===== src/sorted_unique_code_table_top_assert.svh =====
// assertion macros for the sorted code table
// used by sorted_unique_code_table_top, needs clk_i and rst_ni in scope
`ifndef SORTED_UNIQUE_CODE_TABLE_TOP_ASSERT_SVH
`define SORTED_UNIQUE_CODE_TABLE_TOP_ASSERT_SVH

`ifndef ASSERT_OFF
`define SUCT_ASSERT(lbl, prop) \
  lbl: assert property (@(posedge clk_i) disable iff (!rst_ni) prop) \
    else $error("sorted code table check failed");
`define SUCT_ASSERT_IMP(lbl, ante, cons) \
  lbl: assert property (@(posedge clk_i) disable iff (!rst_ni) (ante) |-> (cons)) \
    else $error("sorted code table implication failed");
`define SUCT_ASSERT_NEXT(lbl, ante, cons) \
  lbl: assert property (@(posedge clk_i) disable iff (!rst_ni) (ante) |=> (cons)) \
    else $error("sorted code table sequence failed");
`else
`define SUCT_ASSERT(lbl, prop)
`define SUCT_ASSERT_IMP(lbl, ante, cons)
`define SUCT_ASSERT_NEXT(lbl, ante, cons)
`endif

`endif


===== src/suct_pkg.sv =====
// types and constants of the sorted code table
// no dependencies
`default_nettype none

package suct_pkg;

  localparam int unsigned CODE_W   = 16;
  localparam int unsigned ROW_W    = 8;
  localparam int unsigned POS_W    = 9;
  localparam int unsigned STATUS_W = 3;

  typedef enum logic [1:0] {
    REQ_INSERT = 2'd0,
    REQ_FIND   = 2'd1,
    REQ_READ   = 2'd2
  } req_e;

  typedef enum logic [STATUS_W-1:0] {
    ST_INSERTED  = 3'd0,
    ST_OK        = 3'd1,
    ST_NOT_FOUND = 3'd2,
    ST_FULL      = 3'd3,
    ST_BAD_ROW   = 3'd4
  } status_e;

  typedef enum logic [1:0] {
    FSM_IDLE = 2'd0,
    FSM_SCAN = 2'd1,
    FSM_DONE = 2'd2
  } fsm_e;

  // control from the head unit to the ring of cells
  typedef struct packed {
    logic              shift;
    logic [CODE_W-1:0] push;
  } ring_ctl_t;

endpackage

`default_nettype wire


===== src/sorted_unique_code_table_top.sv =====
// top level of the sorted code table: ring of code cells and head unit
// depends on suct_pkg, suct_cell, suct_head and the assertion header
//
// channel  direction  handshake                 payload
// in       input      in_valid_i / in_stall_o   req_type_i, code_i, row_index_i
// out      output     out_valid_o / out_stall_i position_o, found_o, code_out_o,
//                                               entry_count_o, status_o
//
// in each transaction the whole ring rotates once
// past the compare tap at cell 0, then the result is loaded into the output register
// a new transaction is taken while an earlier result still waits in the output register
// reset clears the entry count and the control state, cell contents stay as they are
// a stalled output holds the finished transaction in the head unit until taken
`default_nettype none

`include "sorted_unique_code_table_top_assert.svh"

module sorted_unique_code_table_top
  import suct_pkg::*;
#(
  parameter int unsigned TABLE_DEPTH = 256
) (
  input  wire logic                clk_i,
  input  wire logic                rst_ni,
  input  wire logic                in_valid_i,
  output logic                     in_stall_o,
  input  wire logic [1:0]          req_type_i,
  input  wire logic [CODE_W-1:0]   code_i,
  input  wire logic [ROW_W-1:0]    row_index_i,
  output logic                     out_valid_o,
  input  wire logic                out_stall_i,
  output logic [POS_W-1:0]         position_o,
  output logic                     found_o,
  output logic [CODE_W-1:0]        code_out_o,
  output logic [POS_W-1:0]         entry_count_o,
  output logic [STATUS_W-1:0]      status_o
);

  ring_ctl_t         ring_ctl;
  logic [CODE_W-1:0] cell_q [TABLE_DEPTH];

  for (genvar i = 0; i < TABLE_DEPTH; i++) begin : g_cell
    if (i == TABLE_DEPTH - 1) begin : g_tail
      suct_cell u_cell (
        .clk_i   (clk_i),
        .shift_i (ring_ctl.shift),
        .d_i     (ring_ctl.push),
        .q_o     (cell_q[i])
      );
    end else begin : g_body
      suct_cell u_cell (
        .clk_i   (clk_i),
        .shift_i (ring_ctl.shift),
        .d_i     (cell_q[i+1]),
        .q_o     (cell_q[i])
      );
    end
  end

  suct_head #(
    .TABLE_DEPTH (TABLE_DEPTH)
  ) u_head (
    .clk_i         (clk_i),
    .rst_ni        (rst_ni),
    .in_valid_i    (in_valid_i),
    .in_stall_o    (in_stall_o),
    .req_type_i    (req_type_i),
    .code_i        (code_i),
    .row_index_i   (row_index_i),
    .out_valid_o   (out_valid_o),
    .out_stall_i   (out_stall_i),
    .position_o    (position_o),
    .found_o       (found_o),
    .code_out_o    (code_out_o),
    .entry_count_o (entry_count_o),
    .status_o      (status_o),
    .tap_i         (cell_q[0]),
    .ring_ctl_o    (ring_ctl)
  );

  `SUCT_ASSERT(a_found_matches_ok, out_valid_o |-> (found_o == (status_o == ST_OK)))
  `SUCT_ASSERT_NEXT(a_busy_after_accept, in_valid_i && !in_stall_o, in_stall_o)
  `SUCT_ASSERT_IMP(a_shift_only_busy, ring_ctl.shift, in_stall_o)
  `SUCT_ASSERT_IMP(a_no_code_when_missing, out_valid_o && !found_o,
                   (code_out_o == '0) || (status_o == ST_INSERTED))

endmodule

`default_nettype wire


===== src/suct_cell.sv =====
// one storage cell of the code ring
// depends on suct_pkg
`default_nettype none

module suct_cell
  import suct_pkg::*;
(
  input  wire logic              clk_i,
  input  wire logic              shift_i,
  input  wire logic [CODE_W-1:0] d_i,
  output logic      [CODE_W-1:0] q_o
);

  logic [CODE_W-1:0] code_q;
  logic [CODE_W-1:0] code_d;

  always_comb begin
    code_d = shift_i ? d_i : code_q;
  end

  always_ff @(posedge clk_i) begin
    code_q <= code_d;
  end

  assign q_o = code_q;

endmodule

`default_nettype wire


===== src/suct_head.sv =====
// head unit of the code ring: compare, insert splice, count and result register
// depends on suct_pkg
`default_nettype none

module suct_head
  import suct_pkg::*;
#(
  parameter int unsigned TABLE_DEPTH = 256
) (
  input  wire logic                clk_i,
  input  wire logic                rst_ni,
  input  wire logic                in_valid_i,
  output logic                     in_stall_o,
  input  wire logic [1:0]          req_type_i,
  input  wire logic [CODE_W-1:0]   code_i,
  input  wire logic [ROW_W-1:0]    row_index_i,
  output logic                     out_valid_o,
  input  wire logic                out_stall_i,
  output logic [POS_W-1:0]         position_o,
  output logic                     found_o,
  output logic [CODE_W-1:0]        code_out_o,
  output logic [POS_W-1:0]         entry_count_o,
  output logic [STATUS_W-1:0]      status_o,
  input  wire logic [CODE_W-1:0]   tap_i,
  output ring_ctl_t                ring_ctl_o
);

  localparam int unsigned KW    = $clog2(TABLE_DEPTH);
  localparam int unsigned CNT_W = $clog2(TABLE_DEPTH + 1);
  localparam int unsigned CMP_W = (CNT_W > ROW_W) ? CNT_W : ROW_W;
  localparam logic [KW-1:0]    K_LAST = KW'(TABLE_DEPTH - 1);
  localparam logic [CNT_W-1:0] FULL_CNT = CNT_W'(TABLE_DEPTH);

  fsm_e              state_q, state_d;
  logic [KW-1:0]     k_q, k_d;
  logic [1:0]        req_q;
  logic [CODE_W-1:0] code_q;
  logic [ROW_W-1:0]  row_q;
  logic [CNT_W-1:0]  held_q, held_d;
  logic              res_q, res_d;
  logic              present_q, present_d;
  logic              ins_q, ins_d;
  logic [CNT_W-1:0]  pos_q, pos_d;
  logic [CODE_W-1:0] carry_q, carry_d;
  logic [CODE_W-1:0] cap_q, cap_d;

  logic                out_valid_q, out_valid_d;
  logic [POS_W-1:0]    opos_q, opos_d;
  logic                ofound_q, ofound_d;
  logic [CODE_W-1:0]   ocode_q, ocode_d;
  logic [POS_W-1:0]    ocnt_q, ocnt_d;
  status_e             ostat_q, ostat_d;

  logic accept;
  logic entry_ok;
  logic lt;
  logic eq;
  logic row_hit;
  logic row_ok;
  logic is_lookup;
  logic full;

  assign accept    = in_valid_i && !in_stall_o;
  assign in_stall_o = (state_q != FSM_IDLE);
  assign entry_ok  = CNT_W'(k_q) < held_q;
  assign lt        = entry_ok && (tap_i < code_q);
  assign eq        = entry_ok && (tap_i == code_q);
  assign row_hit   = CMP_W'(k_q) == CMP_W'(row_q);
  assign row_ok    = CMP_W'(row_q) < CMP_W'(held_q);
  assign is_lookup = (req_q == REQ_INSERT) || (req_q == REQ_FIND);
  assign full      = (held_q == FULL_CNT);

  always_comb begin
    state_d     = state_q;
    k_d         = k_q;
    held_d      = held_q;
    res_d       = res_q;
    present_d   = present_q;
    ins_d       = ins_q;
    pos_d       = pos_q;
    carry_d     = carry_q;
    cap_d       = cap_q;
    out_valid_d = out_valid_q && out_stall_i;
    opos_d      = opos_q;
    ofound_d    = ofound_q;
    ocode_d     = ocode_q;
    ocnt_d      = ocnt_q;
    ostat_d     = ostat_q;
    ring_ctl_o.shift = 1'b0;
    ring_ctl_o.push  = tap_i;

    unique case (state_q)
      FSM_IDLE: begin
        if (in_valid_i) begin
          state_d   = FSM_SCAN;
          k_d       = '0;
          res_d     = 1'b0;
          present_d = 1'b0;
          ins_d     = 1'b0;
          pos_d     = held_q;
          cap_d     = '0;
        end
      end
      FSM_SCAN: begin
        ring_ctl_o.shift = 1'b1;
        if (is_lookup) begin
          if (ins_q) begin
            ring_ctl_o.push = carry_q;
            carry_d         = tap_i;
          end else if (!res_q && !lt) begin
            res_d = 1'b1;
            pos_d = CNT_W'(k_q);
            if (eq) begin
              present_d = 1'b1;
            end else if ((req_q == REQ_INSERT) && !full) begin
              ring_ctl_o.push = code_q;
              carry_d         = tap_i;
              ins_d           = 1'b1;
            end
          end
        end else if ((req_q == REQ_READ) && row_hit) begin
          cap_d = tap_i;
        end
        if (k_q == K_LAST) begin
          state_d = FSM_DONE;
        end else begin
          k_d = k_q + KW'(1);
        end
      end
      FSM_DONE: begin
        if (!out_valid_q || !out_stall_i) begin
          state_d     = FSM_IDLE;
          out_valid_d = 1'b1;
          held_d      = held_q + CNT_W'(ins_q);
          ocnt_d      = POS_W'(held_q + CNT_W'(ins_q));
          unique case (req_q)
            REQ_INSERT, REQ_FIND: begin
              opos_d   = POS_W'(pos_q);
              ofound_d = present_q;
              ocode_d  = (present_q || ins_q) ? code_q : '0;
              priority if (present_q) begin
                ostat_d = ST_OK;
              end else if (ins_q) begin
                ostat_d = ST_INSERTED;
              end else if (req_q == REQ_FIND) begin
                ostat_d = ST_NOT_FOUND;
              end else begin
                ostat_d = ST_FULL;
              end
            end
            REQ_READ: begin
              opos_d   = POS_W'(row_q);
              ofound_d = row_ok;
              ocode_d  = row_ok ? cap_q : '0;
              ostat_d  = row_ok ? ST_OK : ST_BAD_ROW;
            end
            default: begin
              opos_d   = '0;
              ofound_d = 1'b0;
              ocode_d  = '0;
              ostat_d  = ST_BAD_ROW;
            end
          endcase
        end
      end
      default: begin
        state_d = FSM_IDLE;
      end
    endcase
  end

  always_ff @(posedge clk_i or negedge rst_ni) begin
    if (!rst_ni) begin
      state_q     <= FSM_IDLE;
      held_q      <= '0;
      out_valid_q <= 1'b0;
      k_q         <= '0;
      res_q       <= 1'b0;
      present_q   <= 1'b0;
      ins_q       <= 1'b0;
    end else begin
      state_q     <= state_d;
      held_q      <= held_d;
      out_valid_q <= out_valid_d;
      k_q         <= k_d;
      res_q       <= res_d;
      present_q   <= present_d;
      ins_q       <= ins_d;
    end
  end

  always_ff @(posedge clk_i) begin
    if (accept) begin
      req_q  <= req_type_i;
      code_q <= code_i;
      row_q  <= row_index_i;
    end
    pos_q    <= pos_d;
    carry_q  <= carry_d;
    cap_q    <= cap_d;
    opos_q   <= opos_d;
    ofound_q <= ofound_d;
    ocode_q  <= ocode_d;
    ocnt_q   <= ocnt_d;
    ostat_q  <= ostat_d;
  end

  assign out_valid_o   = out_valid_q;
  assign position_o    = opos_q;
  assign found_o       = ofound_q;
  assign code_out_o    = ocode_q;
  assign entry_count_o = ocnt_q;
  assign status_o      = ostat_q;

endmodule

`default_nettype wire


===== config.mk =====
export PLATFORM = sky130hd
export DESIGN_NAME = sorted_unique_code_table_top
export DESIGN_NICKNAME = d
export VERILOG_FILES = /design/src/suct_pkg.sv /design/src/sorted_unique_code_table_top.sv /design/src/suct_cell.sv /design/src/suct_head.sv
export VERILOG_INCLUDE_DIRS = /design/src /design/src/src
export SDC_FILE = /design/constraint.sdc
export NUM_CORES = 2
export LEC_CHECK = 0
export ABC_CLOCK_PERIOD_IN_PS = 42600
export BUFFER_PORTS_ARGS = -buffer_cell sky130_fd_sc_hd__buf_2
export CAP_MARGIN = 20
export CORE_UTILIZATION = 41
export DETAILED_ROUTE_END_ITERATION = 10
export PLACE_DENSITY_LB_ADDON = 0.08
export RECOVER_POWER = 50
export SETUP_SLACK_MARGIN = 0.15
export SLEW_MARGIN = 20
export SYNTH_ARGS = -nofsm -noshare
export SYNTH_HDL_FRONTEND = slang
export SYNTH_HIERARCHICAL = 1
export SYNTH_SLANG_ARGS = --single-unit

===== constraint.sdc =====
create_clock -name clk_i -period 42.6 [get_ports clk_i]
set_input_delay 4.26 -clock clk_i [delete_from_list [all_inputs] [get_ports clk_i]]
set_output_delay 4.26 -clock clk_i [all_outputs]
set_load 0.01 [all_outputs]

**After elaboration in Yosys (flattened, before gate mapping)**

Index checks and enable logic that the tools add are counted.

- Eq/ne operators: 19
- Muxes and demuxes: 54
- Order comparisons: 3
- Reduce and logical (&&, ||, !) cells: 31
- $add $sub $neg: 2

Operators with widths:

| kind | count |
|---|---|
| 16-bit 2-to-1 mux | 14 |
| 16-bit case mux with 2 select lines | 2 |
| 9-bit 2-to-1 mux | 4 |
| 9-bit case mux with 2 select lines | 2 |
| 8-bit by 9-bit < comparator with 1-bit output | 2 |
| 17-bit 2-to-1 mux | 1 |
| 16-bit equality test | 1 |
| 16-bit < comparator | 1 |
| 1-bit 2-to-1 mux | 16 |
| 8-bit 2-to-1 mux | 2 |
| 8-bit case mux with 2 select lines | 1 |
| 2-bit by 1-bit != test with 1-bit output (second input constant) | 7 |
| 5-bit AND reduction | 2 |
| 9-bit by 1-bit adder with 9-bit output | 1 |
| 9-bit equality test (second input constant) | 1 |
| 3-bit 2-to-1 mux | 3 |
| 3-bit AND reduction | 3 |
| 8-bit by 1-bit adder with 8-bit output (second input constant) | 1 |
| 8-bit equality test | 1 |
| 8-bit equality test (second input constant) | 1 |
| 2-bit != test (second input constant) | 4 |
| 1-bit case mux with 2 select lines | 4 |
| 2-bit nonzero test | 4 |
| 1-bit logical AND | 7 |
| 12 further kinds | 24 |

- Bits of input ports: 30
- Output and inout port bits: 40
- Bits in registers: 4,224
- Word-level logic and storage cells: 383

**Longest topological paths before layout**

- Depth in word-level cells: 9
- Mapped depth: 12
- Mapped depth without buffers: 9

**Modules after synthesis**

The synthesis kept the hierarchy.

Modules (own cells, without submodules):

| module | area each (µm²) | times used | cells an instance |
|---|---|---|---|
| suct_cell | 480.5 | 256 | 16 |
| suct_head | 6,132.1 | 1 | 508 |

**Worst setup path after synthesis**

Ideal clock, no wire load.

- Kind: flip-flop to flip-flop
- Start: reg u_head.state_q[1]
- End: reg g_cell[0].g_body.u_cell.code_q[0] (enable)
- Stages on the path, launching flop included: 5
- Required time: 40,917 ps
- Period minus slack after synthesis: 28,686 ps
- Data arrival time: 27,004 ps
- Slack: 13,914 ps
- Library setup time: 1,683 ps
- Cell sequence: dfrtp_1 > nand2b_1 > inv_1 > clkbuf_1 > buf_4

RTL lines:

| what | line | RTL |
|---|---|---|
| start, declared | suct_head.sv:34 | `fsm_e state_q, state_d;` |
| start signal, assigned | suct_head.sv:182 | `state_q <= state_d;` |
| end signal, assigned | suct_cell.sv:22 | `code_q <= code_d;` |
| end, declared | suct_cell.sv:14 | `logic [CODE_W-1:0] code_q;` |

==> metrics <==
CTS tree=built; Initial Utilization=approximately 41%; TritonCTS Sinks=4224; top-count cell post-synth=edfxtp_1; headroom to the max-slew limit=-184%; final WL=around 160 mm; worst skew pair latency=930 ps; cts bufs inserted=427; most used flip-flop cell after synthesis=edfxtp_1; VDD IR max=0.0368 mV; routability cong.=between 0.6 and 0.7; RSZ-0062 raised after global routing=no; Die X=563 um; port bufs=69; synth unique cells=43; HPWL after DPL=66.8 mm; Power per Cell Area=roughly 57 nW/um2; Die Footprint=317000 um2; total of max-cap violations=2; Tightest Pin Transition=4240 ps; post-synthesis compound-gate area fraction=0.523%; vias=about 43k; Yosys reg bits=between 4k and 5k; mux cell area share after synthesis=less than 1%; Via density=4.49; largest fanout on the critical path=174; WS Path Type=reg2reg; Synth async-reset ratio=0.545%; Inst Count DP=between 8k and 9k; Setup Fix Bufs, Post-CTS=0; Worst setup SP type=flip-flop; Global Route Usage Sum=10.2%; first-pass GRT wire length=about 260 mm; Worst-path clk slew=60 ps; vias in the first global route=roughly 44k; # hold bufs at CTS=0; share of cells above drive strength 1=13.2%; fin crit share=21.6%; # DRC=0; Nets=roughly 5.2k; Synth Cell Area=129000 um2; XOR/XNOR share of the synthesized area=0.176%; largest net degree at the start of global routing=217; H-tree depth=5; Pins Over Slew Limit=143; Worst setup EP type=flip-flop; post-placement worst setup slack=35180 ps; non-filler cells in the finished layout=9624; drt pass-1 iters=5; largest family of logic cells by synthesized area=simple AND/OR/NAND/NOR gates; Hold Vio Cnt, Final=0; post-route ant nets=0; Wirelength per Cell=~17 um; Resized Gates After CTS=0; Peak Freq=~0.11 GHz; number of synthesized flops with an enable pin=4201; clock skew=51.9 ps; core region area=313000 um2; CP required=43080 ps; status=complete, but fails checks; post-synthesis sequential area ratio=98.1%; Setup violations, final=0; setup TNS=0 ps; # IOs=70; antenna violations before repair=4; maximum clock path buffer count=4; Final Critical Period=9190 ps; Adder-Cell Fraction of Synth Area=less than 1%; Root Buffer=clkbuf_16; Min-Delay Path Depth=0; Synth Instances=approximately 4.6k; YS warnings=6; FP Rows=around 210; setup ws final=33410 ps; CP arrival=9670 ps; Synth Area per Inst=28.0 um2; synth cell count leaders=edfxtp_1 (4201), nand2_1 (38), inv_1 (36), a21oi_1 (33), ha_1 (33); Synth area leaders=edfxtp_1 (98%), dfrtp_1 (0.45%), ha_1 (0.32%); failing checks=capacitance limit, slew limit; Initial DRC Count=around 4.2k; syn_nets=4667; Die H=563 um; synthesis-to-layout area growth=15.2%; R2R depth=8; worst hold path class=reg2reg; Yosys top cell by area=edfxtp_1; simple-gate portion of the synthesized area=less than 1%; total leakage power=approximately 42 nW; post-synth top area share=between 90% and 100%; grt ovf=0
-- registers in the layout, summed over array words and instances, names as in the netlist, 9 cells and up --
register                  count
g_cell.g_body.u_cell/q_o   4080
g_cell.g_tail.u_cell/q_o     16
u_head/cap_q                 16
u_head/carry_q               16
u_head/code_out_o            16
u_head/code_q                16
u_head/entry_count_o          9
u_head/held_q                 9
u_head/pos_q                  9
u_head/position_o             9
-- metal layers --
layer	GRT usage, %	routed length (um)	vias to the layer above
li1	-	-	19791
met1	17.5	86400	22372
met2	12.0	59900	664
met3	2.32	7410	421
met4	4.65	6320	0
met5	0	0	-
-- layout by cell type, fill, tap and decap left out, drive strengths merged, types with 4 or more instances in the layout --
cell	Yosys	layout
xnor2	16	16
clkbuf	21	512
nand3	13	13
clkinv	1	204
bufinv	0	41
buf	5	117
nand4	7	7
nand2	38	38
inv	36	51
and2	16	16
dfrtp	23	23
o41ai	17	17
a21oi	33	33
nor3	4	4
edfxtp	4201	4201
o21ai	24	24
a22o	16	16
xor2	10	10
nor2b	5	5
ha	33	33
clkinvlp	0	16
nand2b	7	7
nor2	31	31
or3	21	21
-- worst max-delay path: stages, from the launching register on --
cell and delay, ps:
dfrtp_1 390, nand2b_1 270, clkinvlp_2 2510, buf_12 570
buf_4 870, buf_4 860, buf_4 870, buf_4 930
buf_4 930
-- final timing paths --
check	start	endpoint	slack, ps
setup / recovery	u_head/state_q[1]	g_cell[160].g_body.u_cell/q_o[15]	33410
hold / removal	g_cell[100].g_body.u_cell/q_o[12]	g_cell[99].g_body.u_cell/q_o[12]	370
setup reg to reg	u_head/state_q[1]	g_cell[160].g_body.u_cell/q_o[15]	33410
hold reg to reg	g_cell[100].g_body.u_cell/q_o[12]	g_cell[99].g_body.u_cell/q_o[12]	370
max in group asynchronous	rst_ni	u_head/state_q[1]	38840
min in group asynchronous	rst_ni	u_head/held_q[8]	3360
-- logic make-up after synthesis --
group                    count (synthesis)
AO/OA/AOI/OAI                          103
XOR/XNOR                                26
adder cells (fa/ha/maj)                 33
buffers and inverters                   63
flip-flops                            4224
multiplexers                             2
AND/OR/NAND/NOR                        153
-- power by group --
part           internal [W]  switching (W)  leakage, nW
Clock               0.00210        0.00153         6.69
Combinational     0.0000230       0.000151         1.52
Sequential          0.00471      0.0000369         33.5
-- stage by stage --
step	area [um2]	hold WS [ps]	utilization (%)	total power (W)
global placement	135000	400	43.2	0.00501
detailed placement	135000	405	43.2	0.00501
floorplan	129000	400	-	0.00528
finish	149000	371	47.6	0.00855
global route	149000	372	47.6	0.00888
CTS	149000	362	47.6	0.00871
-- layout make-up --
| type | count | area [um2] |
|---|---|---|
| fill | 25002 | 164000 |
| sequential | 4224 | 127000 |
| clock buffer | 510 | 11100 |
| tap | 4140 | 5180 |
| clock inverter | 275 | 2630 |
| multi-input combinational | 317 | 2150 |
| timing repair buffer | 119 | 867 |
| inverter | 37 | 140 |
| antenna | 2 | 5.00 |
Power figures use the tool's default switching activity.
